===== config.mk =====
export PLATFORM = sky130hd
export DESIGN_NAME = rlcb_walker
export DESIGN_NICKNAME = d
export VERILOG_FILES = /design/src/rtl/core/rlcb_pkg.sv /design/src/rtl/core/rlcb_walker.sv
export SDC_FILE = /design/constraint.sdc
export NUM_CORES = 1
export LEC_CHECK = 0
export BUFFER_PORTS_ARGS = -buffer_cell sky130_fd_sc_hd__buf_2
export CORE_ASPECT_RATIO = 1.5
export CORE_UTILIZATION = 30
export DETAILED_ROUTE_END_ITERATION = 12
export HOLD_SLACK_MARGIN = 0.05
export PLACE_DENSITY = 0.51
export SLEW_MARGIN = 20
export SYNTH_ARGS = -nofsm -noshare
export SYNTH_HDL_FRONTEND = slang
export SYNTH_SLANG_ARGS = --single-unit

===== constraint.sdc =====
create_clock -name clk -period 4.29 [get_ports clk]
set_input_delay 0.2145 -clock clk [delete_from_list [all_inputs] [get_ports clk]]
set_output_delay 0.2145 -clock clk [all_outputs]
set_load 0.005 [all_outputs]

===== src/rtl/core/rlcb_pkg.sv =====
`timescale 1ns / 1ps
// ----------------------------------------------------------------------------
// rlcb_pkg
// Shared types and command codes of the raster drawing engine.
// ----------------------------------------------------------------------------
package rlcb_pkg;

  localparam logic [2:0] REQ_POINT   = 3'd0;
  localparam logic [2:0] REQ_LINE    = 3'd1;
  localparam logic [2:0] REQ_BOX     = 3'd2;
  localparam logic [2:0] REQ_OUTLINE = 3'd3;
  localparam logic [2:0] REQ_CIRCLE  = 3'd4;
  localparam logic [2:0] REQ_READ    = 3'd5;

  localparam int unsigned ROW_BYTES  = 32;
  localparam int unsigned ADDR_BITS  = 13;

  typedef struct packed {
    logic [2:0]  req_type;
    logic [7:0]  x0;
    logic [7:0]  y0;
    logic [7:0]  x1;
    logic [7:0]  y1;
    logic [7:0]  radius;
    logic [12:0] read_address;
  } rlcb_req_t;

  typedef struct packed {
    logic [7:0] read_data;
    logic       is_read_reply;
  } rlcb_rsp_t;

  // One pixel offered by the shape walker.
  typedef struct packed {
    logic       valid;
    logic [7:0] x;
    logic [7:0] y;
  } rlcb_pix_t;

endpackage


===== src/rtl/core/rlcb_walker.sv =====
`timescale 1ns / 1ps
// ----------------------------------------------------------------------------
// rlcb_walker
// Sequencer that walks a point, line, box or circle one pixel at a time.
// ----------------------------------------------------------------------------
module rlcb_walker
  import rlcb_pkg::*;
#(
  parameter int unsigned VISIBLE_ROWS = 192
) (
  input  logic      clk,
  input  logic      rst,
  input  logic      start,
  input  rlcb_req_t cmd,
  output rlcb_pix_t pix,
  input  logic      pix_ready,
  output logic      busy
);

  localparam logic [2:0] W_IDLE  = 3'd0;
  localparam logic [2:0] W_POINT = 3'd1;
  localparam logic [2:0] W_LINE  = 3'd2;
  localparam logic [2:0] W_BOX   = 3'd3;
  localparam logic [2:0] W_CIRC  = 3'd4;
  localparam logic [7:0] YMAX    = 8'(VISIBLE_ROWS - 1);

  logic [2:0] state;
  logic [7:0] px, py, ex, ey, x_lo;
  logic [7:0] dx, dy;
  logic       sx, sy, major_x;
  logic [9:0] acc;
  logic [7:0] ox0, oy0, ox1, oy1;
  logic [1:0] phase;
  logic       outline;
  logic [7:0] cx, cy, ca, cb;
  logic signed [11:0] f;
  logic [2:0] k;

  // Box corner selection and ordering.
  logic [1:0] lp;
  logic [7:0] bax, bay, bbx, bby, blx, bhx, bly, bhy;
  logic [9:0] acc_sum;
  logic [7:0] u, v, cxn, cyn, ca_n;
  logic [8:0] cb_n;
  logic signed [11:0] f_a, f_n;

  always_comb begin
    lp = start ? 2'd0 : phase + 2'd1;
    bax = ox0; bay = oy0; bbx = ox1; bby = oy1;
    if (start && cmd.req_type == REQ_BOX) begin
      bax = cmd.x0; bay = cmd.y0; bbx = cmd.x1; bby = cmd.y1;
    end else begin
      case (lp)
        2'd0: begin bax = ox0; bay = oy0; bbx = ox1; bby = oy0; end
        2'd1: begin bax = ox0; bay = oy1; bbx = ox1; bby = oy1; end
        2'd2: begin bax = ox0; bay = oy0; bbx = ox0; bby = oy1; end
        default: begin bax = ox1; bay = oy0; bbx = ox1; bby = oy1; end
      endcase
      if (start) begin
        bax = cmd.x0;
        bbx = cmd.x1;
        bay = cmd.y0;
        bby = cmd.y0;
      end
    end
    blx = (bax > bbx) ? bbx : bax;
    bhx = (bax > bbx) ? bax : bbx;
    bly = (bay > bby) ? bby : bay;
    bhy = (bay > bby) ? bay : bby;
    if (bly > YMAX) bly = YMAX;
    if (bhy > YMAX) bhy = YMAX;
  end

  // Circle octant point and decision update.
  always_comb begin
    u   = k[2] ? cb : ca;
    v   = k[2] ? ca : cb;
    cxn = k[0] ? cx - u : cx + u;
    cyn = k[1] ? cy - v : cy + v;
    ca_n = (f >= 0) ? ca - 8'd1 : ca;
    f_a  = (f >= 0) ? f - $signed({2'b00, ca_n, 2'b00}) : f;
    cb_n = {1'b0, cb} + 9'd1;
    f_n  = f_a + $signed({1'b0, cb_n, 2'b10});
    acc_sum = acc + {2'b00, (major_x ? dy : dx)};
  end

  always_comb begin
    pix.valid = (state != W_IDLE);
    pix.x = (state == W_CIRC) ? cxn : px;
    pix.y = (state == W_CIRC) ? cyn : py;
  end

  assign busy = (state != W_IDLE);

  always_ff @(posedge clk) begin
    if (rst) begin
      state <= W_IDLE;
    end else if (start) begin
      phase   <= 2'd0;
      case (cmd.req_type)
        REQ_POINT: begin
          state <= W_POINT;
          px <= cmd.x0;
          py <= cmd.y0;
        end
        REQ_LINE: begin
          state <= W_LINE;
          px <= cmd.x0;
          py <= cmd.y0;
          ex <= cmd.x1;
          ey <= cmd.y1;
          sx <= cmd.x0 < cmd.x1;
          sy <= cmd.y0 < cmd.y1;
          dx <= (cmd.x0 < cmd.x1) ? cmd.x1 - cmd.x0 : cmd.x0 - cmd.x1;
          dy <= (cmd.y0 < cmd.y1) ? cmd.y1 - cmd.y0 : cmd.y0 - cmd.y1;
          if (((cmd.x0 < cmd.x1) ? cmd.x1 - cmd.x0 : cmd.x0 - cmd.x1) >
              ((cmd.y0 < cmd.y1) ? cmd.y1 - cmd.y0 : cmd.y0 - cmd.y1)) begin
            major_x <= 1'b1;
            acc <= {2'b00, ((cmd.x0 < cmd.x1) ? cmd.x1 - cmd.x0 : cmd.x0 - cmd.x1) >> 1};
          end else begin
            major_x <= 1'b0;
            acc <= {2'b00, ((cmd.y0 < cmd.y1) ? cmd.y1 - cmd.y0 : cmd.y0 - cmd.y1) >> 1};
          end
        end
        REQ_BOX, REQ_OUTLINE: begin
          state   <= W_BOX;
          outline <= (cmd.req_type == REQ_OUTLINE);
          ox0 <= cmd.x0;
          oy0 <= cmd.y0;
          ox1 <= cmd.x1;
          oy1 <= cmd.y1;
          px <= blx; x_lo <= blx; ex <= bhx;
          py <= bly; ey <= bhy;
        end
        REQ_CIRCLE: begin
          if (cmd.radius != 8'd0) begin
            state <= W_CIRC;
          end
          cx <= cmd.x0;
          cy <= cmd.y0;
          ca <= cmd.radius;
          cb <= 8'd0;
          k  <= 3'd0;
          f  <= 12'sd3 - $signed({3'b000, cmd.radius, 1'b0});
        end
        default: state <= W_IDLE;
      endcase
    end else if (pix_ready && busy) begin
      case (state)
        W_POINT: state <= W_IDLE;
        W_LINE: begin
          if (major_x) begin
            if (acc_sum >= {2'b00, dx}) begin
              acc <= acc_sum - {2'b00, dx};
              py  <= sy ? py + 8'd1 : py - 8'd1;
            end else begin
              acc <= acc_sum;
            end
            if (px == ex) state <= W_IDLE;
            else px <= sx ? px + 8'd1 : px - 8'd1;
          end else begin
            if (acc_sum >= {2'b00, dy}) begin
              acc <= acc_sum - {2'b00, dy};
              px  <= sx ? px + 8'd1 : px - 8'd1;
            end else begin
              acc <= acc_sum;
            end
            if (py == ey) state <= W_IDLE;
            else py <= sy ? py + 8'd1 : py - 8'd1;
          end
        end
        W_BOX: begin
          if (px == ex) begin
            if (py == ey) begin
              if (outline && phase != 2'd3) begin
                phase <= lp;
                px <= blx; x_lo <= blx; ex <= bhx;
                py <= bly; ey <= bhy;
              end else begin
                state <= W_IDLE;
              end
            end else begin
              px <= x_lo;
              py <= py + 8'd1;
            end
          end else begin
            px <= px + 8'd1;
          end
        end
        W_CIRC: begin
          k <= k + 3'd1;
          if (k == 3'd7) begin
            ca <= ca_n;
            cb <= cb_n[7:0];
            f  <= f_n;
            if ({1'b0, ca_n} < cb_n) state <= W_IDLE;
          end
        end
        default: state <= W_IDLE;
      endcase
    end
  end

endmodule


# Word-level counts from Yosys, hierarchy flattened
# Index checks and enable logic that the tools add are counted.
[word_totals]
register_bits = 154
word_cells = 239
[op_classes]
n_addsub = 22
n_lt_le_gt_ge = 11
n_eq_ne = 32
muxes = 118
bitwise_logic = 1
reduce_logical = 31
[ops]
columns = ["operator", "count"]
rows = [
  ["$mux 8", 74],
  ["$pmux 8 s2", 6],
  ["$mux 12", 6],
  ["$mux 10", 7],
  ["$sub 8x8->8", 6],
  ["$mux 3", 15],
  ["$ne 4x4->1 const B", 7],
  ["$gt 8x8->1", 3],
  ["$sub 8x1->8 const B", 3],
  ["$reduce_and 7->1", 3],
  ["$ge 10x8->1", 2],
  ["$sub 10x8->10", 2],
  ["$add 8x1->8 const B", 2],
  ["$add 8x8->8", 2],
  ["$eq 8x8->1", 2],
  ["$gt 8x8->1 const B", 2],
  ["$lt 8x8->1", 2],
  ["$reduce_bool 2->1", 8],
  ["$add 12x12->12", 1],
  ["$eq 3x2->1 const B", 4],
  ["$ge 12x1->1 const B", 1],
  ["$mux 2", 6],
  ["$ne 3x3->1 const B", 4],
  ["$pmux 3 s4", 1],
  ["33 further kinds", 46],
]

# Depth between registers and ports, before layout
# Gate-level depths: netlist of the first run.
[logic_depth]
ltp_word = 16
mapped_depth = 21
ltp_nobuf = 21

# Worst setup path before layout of the first run
# OpenSTA, ideal clock, no wires.
[synth_timing]
kind = "reg2reg"
from = "register major_x"
to = "register py[0] (enable)"
arrival_time_ns = 4.350
required_time_ns = 3.904
path_slack_ns = -0.446
path_stages_with_launch = 17
n_path_buf = 3
cell_sequence = "edfxtp_1 > clkbuf_1 > clkbuf_1 > o21ai_0 > ha_1 > a211oi_1 > nor2_1 > o21a_1 > o41ai_1 > xnor2_1 > ha_1 > nand4_1 > a21oi_1 > nor4_4 > buf_4 > a21o_1 > a211oi_1"
[synth_between]
elab_chain_len = 5
word_cells_on_any_way = 6
cone_classes = "1 x add/sub; 1 x order compare; 2 x eq/ne; 1 x mux; 1 x reduce/logical"
[synth_lines]
columns = ["element", "line_no", "source"]
rows = [
  ["start: declaration", "rlcb_walker.sv:30", "logic sx, sy, major_x;"],
  ["start signal: assignment", "rlcb_walker.sv:118", "major_x <= 1'b1;"],
  ["start signal: assignment", "rlcb_walker.sv:121", "major_x <= 1'b0;"],
  ["$mux 8", "rlcb_walker.sv:84", "acc_sum = acc + {2'b00, (major_x ? dy : dx)};"],
  ["$add 10x8->10", "rlcb_walker.sv:84", ""],
  ["$ge 10x8->1", "rlcb_walker.sv:153", "if (acc_sum >= {2'b00, dx}) begin"],
  ["$ne 4x4->1 (no line)", "-", ""],
  ["$reduce_and 8->1 (no line) (*)", "-", ""],
  ["end signal: assignment", "rlcb_walker.sv:104", "py <= cmd.y0;"],
  ["end signal: assignment", "rlcb_walker.sv:155", "py <= sy ? py + 8'd1 : py - 8'd1;"],
  ["end signal: assignment", "rlcb_walker.sv:169", "else py <= sy ? py + 8'd1 : py - 8'd1;"],
  ["end: declaration", "rlcb_walker.sv:28", "logic [7:0] px, py, ex, ey, x_lo;"],
]
# Every way passes the cells marked *; elsewhere a longest branch is shown, timed or not.
# A chain may end at the register's enable or synchronous reset.

# Worst setup path after layout of the first run
[layout_timing]
from = "register f[11]"
to = "register f[11], data pin"
[layout_between]
elab_chain_len = 9
[layout_lines]
columns = ["element", "line_no", "source"]
rows = [
  ["start: declaration", "rlcb_walker.sv:36", "logic signed [11:0] f;"],
  ["start signal: assignment", "rlcb_walker.sv:144", "f <= 12'sd3 - $signed({3'b000, cmd.radius, 1'b0});"],
  ["start signal: assignment", "rlcb_walker.sv:195", "f <= f_n;"],
  ["$ge 12x1->1", "rlcb_walker.sv:80, rlcb_walker.sv:81", ""],
  ["$mux 8", "rlcb_walker.sv:80", "ca_n = (f >= 0) ? ca - 8'd1 : ca;"],
  ["$sub 12x11->12", "rlcb_walker.sv:81", "f_a = (f >= 0) ? f - $signed({2'b00, ca_n, 2'b00}) : f;"],
  ["$mux 12 (*)", "rlcb_walker.sv:81", ""],
  ["$add 12x12->12 (*)", "rlcb_walker.sv:83", "f_n = f_a + $signed({1'b0, cb_n, 2'b10});"],
  ["$mux 12 (*)", "rlcb_walker.sv:192", "if (k == 3'd7) begin"],
  ["$mux 12 (*)", "rlcb_walker.sv:149", "case (state)"],
  ["$mux 12 (*)", "rlcb_walker.sv:148", "end else if (pix_ready && busy) begin"],
  ["$mux 12 (*)", "rlcb_walker.sv:98", "end else if (start) begin"],
]
# Every way passes the cells marked *; elsewhere a longest branch is shown, timed or not. The select of a mux whose other input is x is not followed.

==> out/metrics.cfg, run 1 <==
[synth]
yosysWarnings=0
synth_flop_cell=edfxtp_1
syn-num-nets=1760
syn_inst=1566
synth_edf_count=150
synth_top_area_share_pct=32.40
netlist_top_cells_area=edfxtp_1 32%, ha_1 11%, mux2i_1 5.1%
synthArstFlopShare_pct=0
yosysUniqueCellTypes=79
synth.yosys.seq_area_share_pct=32.83
synth.largest_area_cell=edfxtp_1
syn_area_per_cell_sq_um=8.877
netlist_area_sq_um=13900
ys_seq_elements=153

[critical_path]
worst_setup_path_start_kind=register
worstSetupEndpointType=register
crit_required_ps=4450
worstPathMaxFanout=4
worst_ep_arrival_time_ps=4410
criticalPathCategory=register to register

[cts]
cts.sinks=153
clkLatencyLatePin_ps=450
cts-root-buf=clkbuf_16
cts_buffer_depth=2
numCtsBuffers=17
htree_levels=4
clkTransAtPathRegs_ps=70
cts_tree=yes

[grt]
grt_antenna_before_repair=0
grt_max_degree=79
grt_pass1_wl_mm=68.16
track_usage_pct=18.95
grt_pass1_vias=12270
grt_overflow=0

[layout]
finalInstanceArea_sq_um=16750
finish.net_count=1919
final_cell_mix=150 x edfxtp_1, 142 x buf_4, 131 x nand2_1, 124 x inv_1, 116 x nor2_1
ff_latch_area_sq_um=4564
layout_commonest_cell=edfxtp_1
multiInputGateArea_sq_um=8881
top_regs=f x11, acc x10
area_delta_synth_final_pct=20.46
fillCellCount=4655
layout-drive-gt1-share_pct=18.93
top_register=f
fin_util_pct=36.59
largest_reg_flops=11
antenna_cells=0

[floorplan]
rows=96
pin_count=78
coreArea_sq_um=45760
start_util_pct=30.38
die-width_um=177.8
dieArea_sq_um=47220
chipHeight_um=265.7

[timing]
worst_pin_slew_ps=1024
fmax_mhz=235.1
period_minus_slack_ps=4253
hold_viol=0
timing.setup.tns_ps=0
rsz0062_at_grt=true
fin_crit_sh_pct=99.14
clock_skew_ps=11.13
final-setup-viol-count=0
max_slew_margin_pct=31.57
finalMaxSlewViolations=0

[status]
outcome=complete, no violations

[route]
drc=0
post_drt_wl_per_cell_um=18.89
num_vias=12160
first_pass_iters=5
vias_per_cell=5.227
drtIter0Drc=788
ant_nets=0
wl_mm=43.95

[place]
dpl-instance-area_sq_um=15710
dp_hpwl_mm=35.31
portBuffers=64
place_congestion=0.8940

[job]
cap_violations=0

[worst_hold_path]
hold_class=primary input to register

[power_and_ir_drop]
p_per_area_nw_per_um2=284.0
ir_worst_vdd_uv=265.0
power.leakage_nw=6.992

[area by class of cell]
type                       instances  share of cell area, %
clock inverter                    14                 0.6799
sequential                       153                  27.26
timing repair buffer             219                  9.183
multi-input combinational       1205                  53.03
inverter                         129                  2.892
clock buffer                      18                  2.563
tap                              588                  4.393
[kinds of logic (layout without fill, tap and decap cells)]
logic type	after synthesis	after routing	synth area share (%)
and+or+nand+nor	439	439	15.28
AOI/OAI and AO/OA	414	414	18.59
buffers and inverters	208	380	5.742
DFF	153	153	32.83
adders and majority gates	137	137	12.90
xor gates and xnor gates	118	118	7.434
muxes	97	97	7.218
[Yosys cell counts (35+ instances only)]
cell type / n
a21oi_1: 100
o21ai_0: 103
xor2_1: 49
xnor2_1: 69
nand3_1: 35
nor2_1: 121
edfxtp_1: 150
mux2i_1: 71
nand2_1: 131
a21o_1: 36
clkbuf_1: 65
inv_1: 127
ha_1: 123
[final timing paths]
kind                                       startpoint                     to  slack (ps)  depth (start not counted)
worst min register to register  state[1]$_SDFFE_PP0P_  state[1]$_SDFFE_PP0P_         520                          2
worst max-delay path                  f[11]$_DFFE_PP_        f[11]$_DFFE_PP_          40                         18
worst min-delay path                          cmd[30]       ox1[1]$_DFFE_PP_          60                          1
worst max register to register        f[11]$_DFFE_PP_        f[11]$_DFFE_PP_          40                         18
[per-layer routing]
metal | track usage (%) | vias up | part of all wire [%]
met1 | 21.19 | 5874 | 40
met4 | 7.623 | 0 | 3.6
met3 | 1.973 | 73 | 2.6
met5 | 0 | - | 0
li1 | - | 5974 | -
met2 | 35.87 | 236 | 54
[worst max-delay path, stage by stage (launching register included)]
cell and delay (ps):
edfxtp_1 470, buf_6 170, xnor2_4 140, ha_2 210
inv_2 40, fa_2 360, a21o_1 180, maj3_2 320
maj3_2 310, maj3_2 350, xnor2_2 140, nor2_1 140
xor2_1 160, ha_1 270, a21oi_2 180, a21oi_2 60
a31oi_1 210, xor2_1 160, mux2i_1 100
[report_power, final]
part           switching (mW)  internal, mW
combinational           0.847         0.713
clock                   0.696         0.752
sequential             0.0307          1.72
[metrics by stage]
step	total power, mW	setup WS, ps	cells	hold WS [ps]
floorplan	2.690	-23.53	1566	313.4
global placement	3.242	-58.13	2269	452.7
detailed placement	3.266	-65.09	2269	450.7
CTS	4.740	6.695	2317	51.73
global route	5.007	-162.7	2326	58.35
finish	4.756	36.75	2326	59.33
[timing repair]
item / 4_1_cts / 5_1_grt
pin swaps: 10 / 27
gates resized for setup: 10 / 55
hold buffers: 10 / 0
setup buffers: 6 / 9
endpoints found under the setup margin: 13 / 25
endpoints found under the hold margin: 10 / 0
No activity file was read; power rests on OpenSTA's default activity.
==> run 2: changes to the inputs <==
Settings changed: ABC_AREA set to 1, CORE_UTILIZATION 30 to 40, PLACE_DENSITY 0.51 to 0.62.
Clock period 4.29 ns to 3.52 ns, I/O delays scaled along.
==> out/metrics.cfg, run 2 <==
[timing]
finalMaxSlewViolations=0  ; unchanged
max_slew_margin_pct=38.82  ; +7.2 points
period_minus_slack_ps=3671  ; -582.7 ps
worst_pin_slew_ps=915.6  ; -108.3 ps
fmax_mhz=272.4  ; +16%
setup_ws_ps=-150.5  ; -187.3 ps
rsz0062_at_grt=true
fin_crit_sh_pct=104.3  ; +5.1 points
final-setup-viol-count=17  ; +17
clock_skew_ps=11.11  ; -0.01620 ps
timing.setup.tns_ps=-1141  ; -1141 ps
hold_viol=0  ; unchanged

[status]
outcome=complete, but fails checks
violations=negative setup slack

[cts]
cts_buffer_depth=2  ; unchanged
clkTransAtPathRegs_ps=60  ; about the same
numCtsBuffers=17  ; unchanged
clkLatencyLatePin_ps=460  ; about the same
cts.sinks=153  ; unchanged
cts-root-buf=clkbuf_16
htree_levels=4  ; unchanged
cts_tree=yes

[route]
drc=0  ; unchanged
ant_nets=0  ; unchanged
wl_mm=45.93  ; +4.5%
drtIter0Drc=832  ; +5.6%
vias_per_cell=5.307  ; +1.5%
num_vias=14090  ; +16%
first_pass_iters=6  ; +1
post_drt_wl_per_cell_um=17.31  ; -8.4%

[synth]
netlist_top_cells_area=edfxtp_1 32%, nand2_1 12%, ha_1 11%
synth_top_area_share_pct=31.78  ; -0.62 points
netlist_area_sq_um=14170  ; +1.9%
synth.yosys.seq_area_share_pct=32.21  ; -0.63 points
synth_most_common_cell=nand2_1
synthArstFlopShare_pct=0  ; unchanged
syn_inst=1921  ; +23%
syn-num-nets=2115  ; +20%
ys_seq_elements=153  ; unchanged
yosysUniqueCellTypes=61  ; -23%
yosysWarnings=0  ; unchanged
synth_edf_count=150  ; unchanged
synth_common_cells=437 x nand2_1, 253 x inv_1, 171 x nor2_1
synth.largest_area_cell=edfxtp_1
synth_flop_cell=edfxtp_1
syn_area_per_cell_sq_um=7.378  ; -17%

[floorplan]
die-width_um=155.7  ; -12%
chipHeight_um=232.5  ; -12%
dieArea_sq_um=36200  ; -23%
rows=84  ; -13%
coreArea_sq_um=35000  ; -24%
start_util_pct=40.49  ; +10 points
pin_count=78  ; unchanged

[layout]
area_delta_synth_final_pct=26.99
top_regs=f x11, acc x10
fillCellCount=3315  ; -29%
layout-drive-gt1-share_pct=23.52  ; +4.6 points
top_register=f
layout_commonest_cell=nand2_1
antenna_cells=0  ; unchanged
stdcell_count=2654  ; +14%
finalInstanceArea_sq_um=18000  ; +7.5%
largest_reg_flops=11  ; unchanged
final_cell_mix=406 x nand2_1, 236 x inv_1, 188 x buf_4, 157 x nor2_1, 150 x edfxtp_1
finish.net_count=2362  ; +23%

[power_and_ir_drop]
power.leakage_nw=8.216  ; +18%
ir_worst_vdd_uv=207.1  ; -22%
p_per_area_nw_per_um2=342.6  ; +21%
power_mw=6.165  ; +30%

[place]
dp_hpwl_mm=35.44  ; +0.39%
place_congestion=0.9796  ; +9.6%
dpl-instance-area_sq_um=15970  ; +1.7%
dp.cells=2551  ; +12%
dpl_worst_slack_ps=-218.8  ; -153.7 ps
portBuffers=64  ; unchanged

[grt]
use_met3_pct=2.812  ; +0.84 points
track_usage_pct=25.08  ; +6.1 points
grt_antenna_before_repair=0  ; unchanged
globalRoute.busiestLayer=met2
grt_overflow=0  ; unchanged
grt_use_met1_pct=26.82  ; +5.6 points
grt_pass1_vias=13380  ; +9.1%
met2_usage_pct=48.08  ; +12 points
grt_max_degree=43  ; -46%
grt_pass1_wl_mm=69.60  ; +2.1%

[critical_path]
criticalPathCategory=register to register
crit_required_ps=3840  ; -610 ps
worst_ep_arrival_time_ps=3990  ; -420 ps
cp_num_buf_inv=3  ; +1
worstSetupEndpointType=register
r2r_setup_slack_ps=-150  ; -190 ps
slowest_delay_ps=520  ; +50 ps
cpLargestDelayFamily=simple AND/OR/NAND/NOR gates
cp_slowest_cell=edfxtp_1
worstPathMaxFanout=8  ; +4
worst_setup_path_start_kind=register
crit_path_cell_trace=buf_6, nand2_1, o21ai_1, ha_1, nand2_2, nor2_2, nand2_1, nand3_2, nand3_2, nand2_4, xor2_4, ha_4, a21oi_2, o211ai_1, nor2_2, nand3_4, buf_4, clkbuf_16, a21oi_1, o21ai_1, nand3_1

[job]
cap_violations=0  ; unchanged

[worst_hold_path]
hold_class=primary input to register

-- run 2: cell types whose count changed in the layout (fill, tap and decap cells not counted), sizes merged, moves of 19 or more --
cell	delta
mux2	-26
nand3	+63
nor2b	-19
xnor2	-46
o211ai	+23
nor2	+53
buf	+55
nand2	+310
o21ai	+63
a21oi	+39
mux2i	-70
a21o	-29
inv	+148
-- run 2: stage by stage --
stage	hold WS [ps]	utilization [%]
3_5_place_dp	398.7	45.63
6_report	59.51	51.42
2_1_floorplan	245.1	-
4_1_cts	55.61	49.40
5_1_grt	69.61	51.42
3_3_place_gp	393.7	45.63
-- run 2: timing repair --
item | CTS | global route
endpoints found under the setup margin | 36 | 55
gates cloned | 2 | 1
gates resized for setup | 61 | 147
setup buffers | 30 | 25
pin swaps | 21 | 85
endpoints found under the hold margin | 22 | 0
hold buffers | 17 | 0
-- run 2: metal layers --
metal | share of wire [%] | vias to the layer above
met5 | 0 | -
met4 | 5.1 | 0
met3 | 3.8 | 116
met2 | 53 | 377
met1 | 38 | 6633
li1 | - | 6960
-- run 2: worst reg2reg max path, cell delays in order, from the launching register on --
cell       delay (ps)
edfxtp_1          520
buf_6             180
nand2_1            60
o21ai_1            70
ha_1              360
nand2_2            90
nor2_2            100
nand2_1            60
nand3_2           110
nand3_2           110
nand2_4           110
xor2_4            230
ha_4              260
a21oi_2           120
o211ai_1          130
nor2_2            180
nand3_4           130
buf_4             200
clkbuf_16         150
a21oi_1           160
o21ai_1           120
nand3_1            90
-- run 2: cell type report --
cell class | count | area [sq um] | share of cell area, %
multi-input combinational | 1431 | 9057 | 50.33
sequential | 153 | 4564 | 25.36
timing repair buffer | 281 | 2054 | 11.42
inverter | 284 | 1079 | 5.993
tap | 473 | 591.8 | 3.288
clock buffer | 17 | 425.4 | 2.364
clock inverter | 15 | 225.2 | 1.251
-- run 2: cells by family after synthesis --
group / Yosys count / synth area share, %
AOI/OAI and AO/OA: 432 / 17.30
xor gates and xnor gates: 82 / 5.332
adders and majority gates: 134 / 12.41
buffers and inverters: 339 / 9.332
DFF: 153 / 32.21
muxes: 1 / 0.07063
and+or+nand+nor: 780 / 23.34
-- run 2: final timing paths --
path	endpoint	startpoint	cells past startpoint
hold reg to reg	state[1]$_SDFFE_PP0P_	state[1]$_SDFFE_PP0P_	2
setup reg to reg	acc[5]$_DFFE_PP_	major_x$_DFFE_PP_	21
hold / removal	ox1[1]$_DFFE_PP_	cmd[30]	2
setup / recovery	acc[5]$_DFFE_PP_	major_x$_DFFE_PP_	21
-- run 2: report_power, final --
group | internal (mW) | switching [mW] | leakage (nW) | total, mW
combinational | 0.799 | 1.16 | 6.52 | 1.96
clock | 1.26 | 0.826 | 0.307 | 2.08
sequential | 2.09 | 0.0308 | 1.39 | 2.12
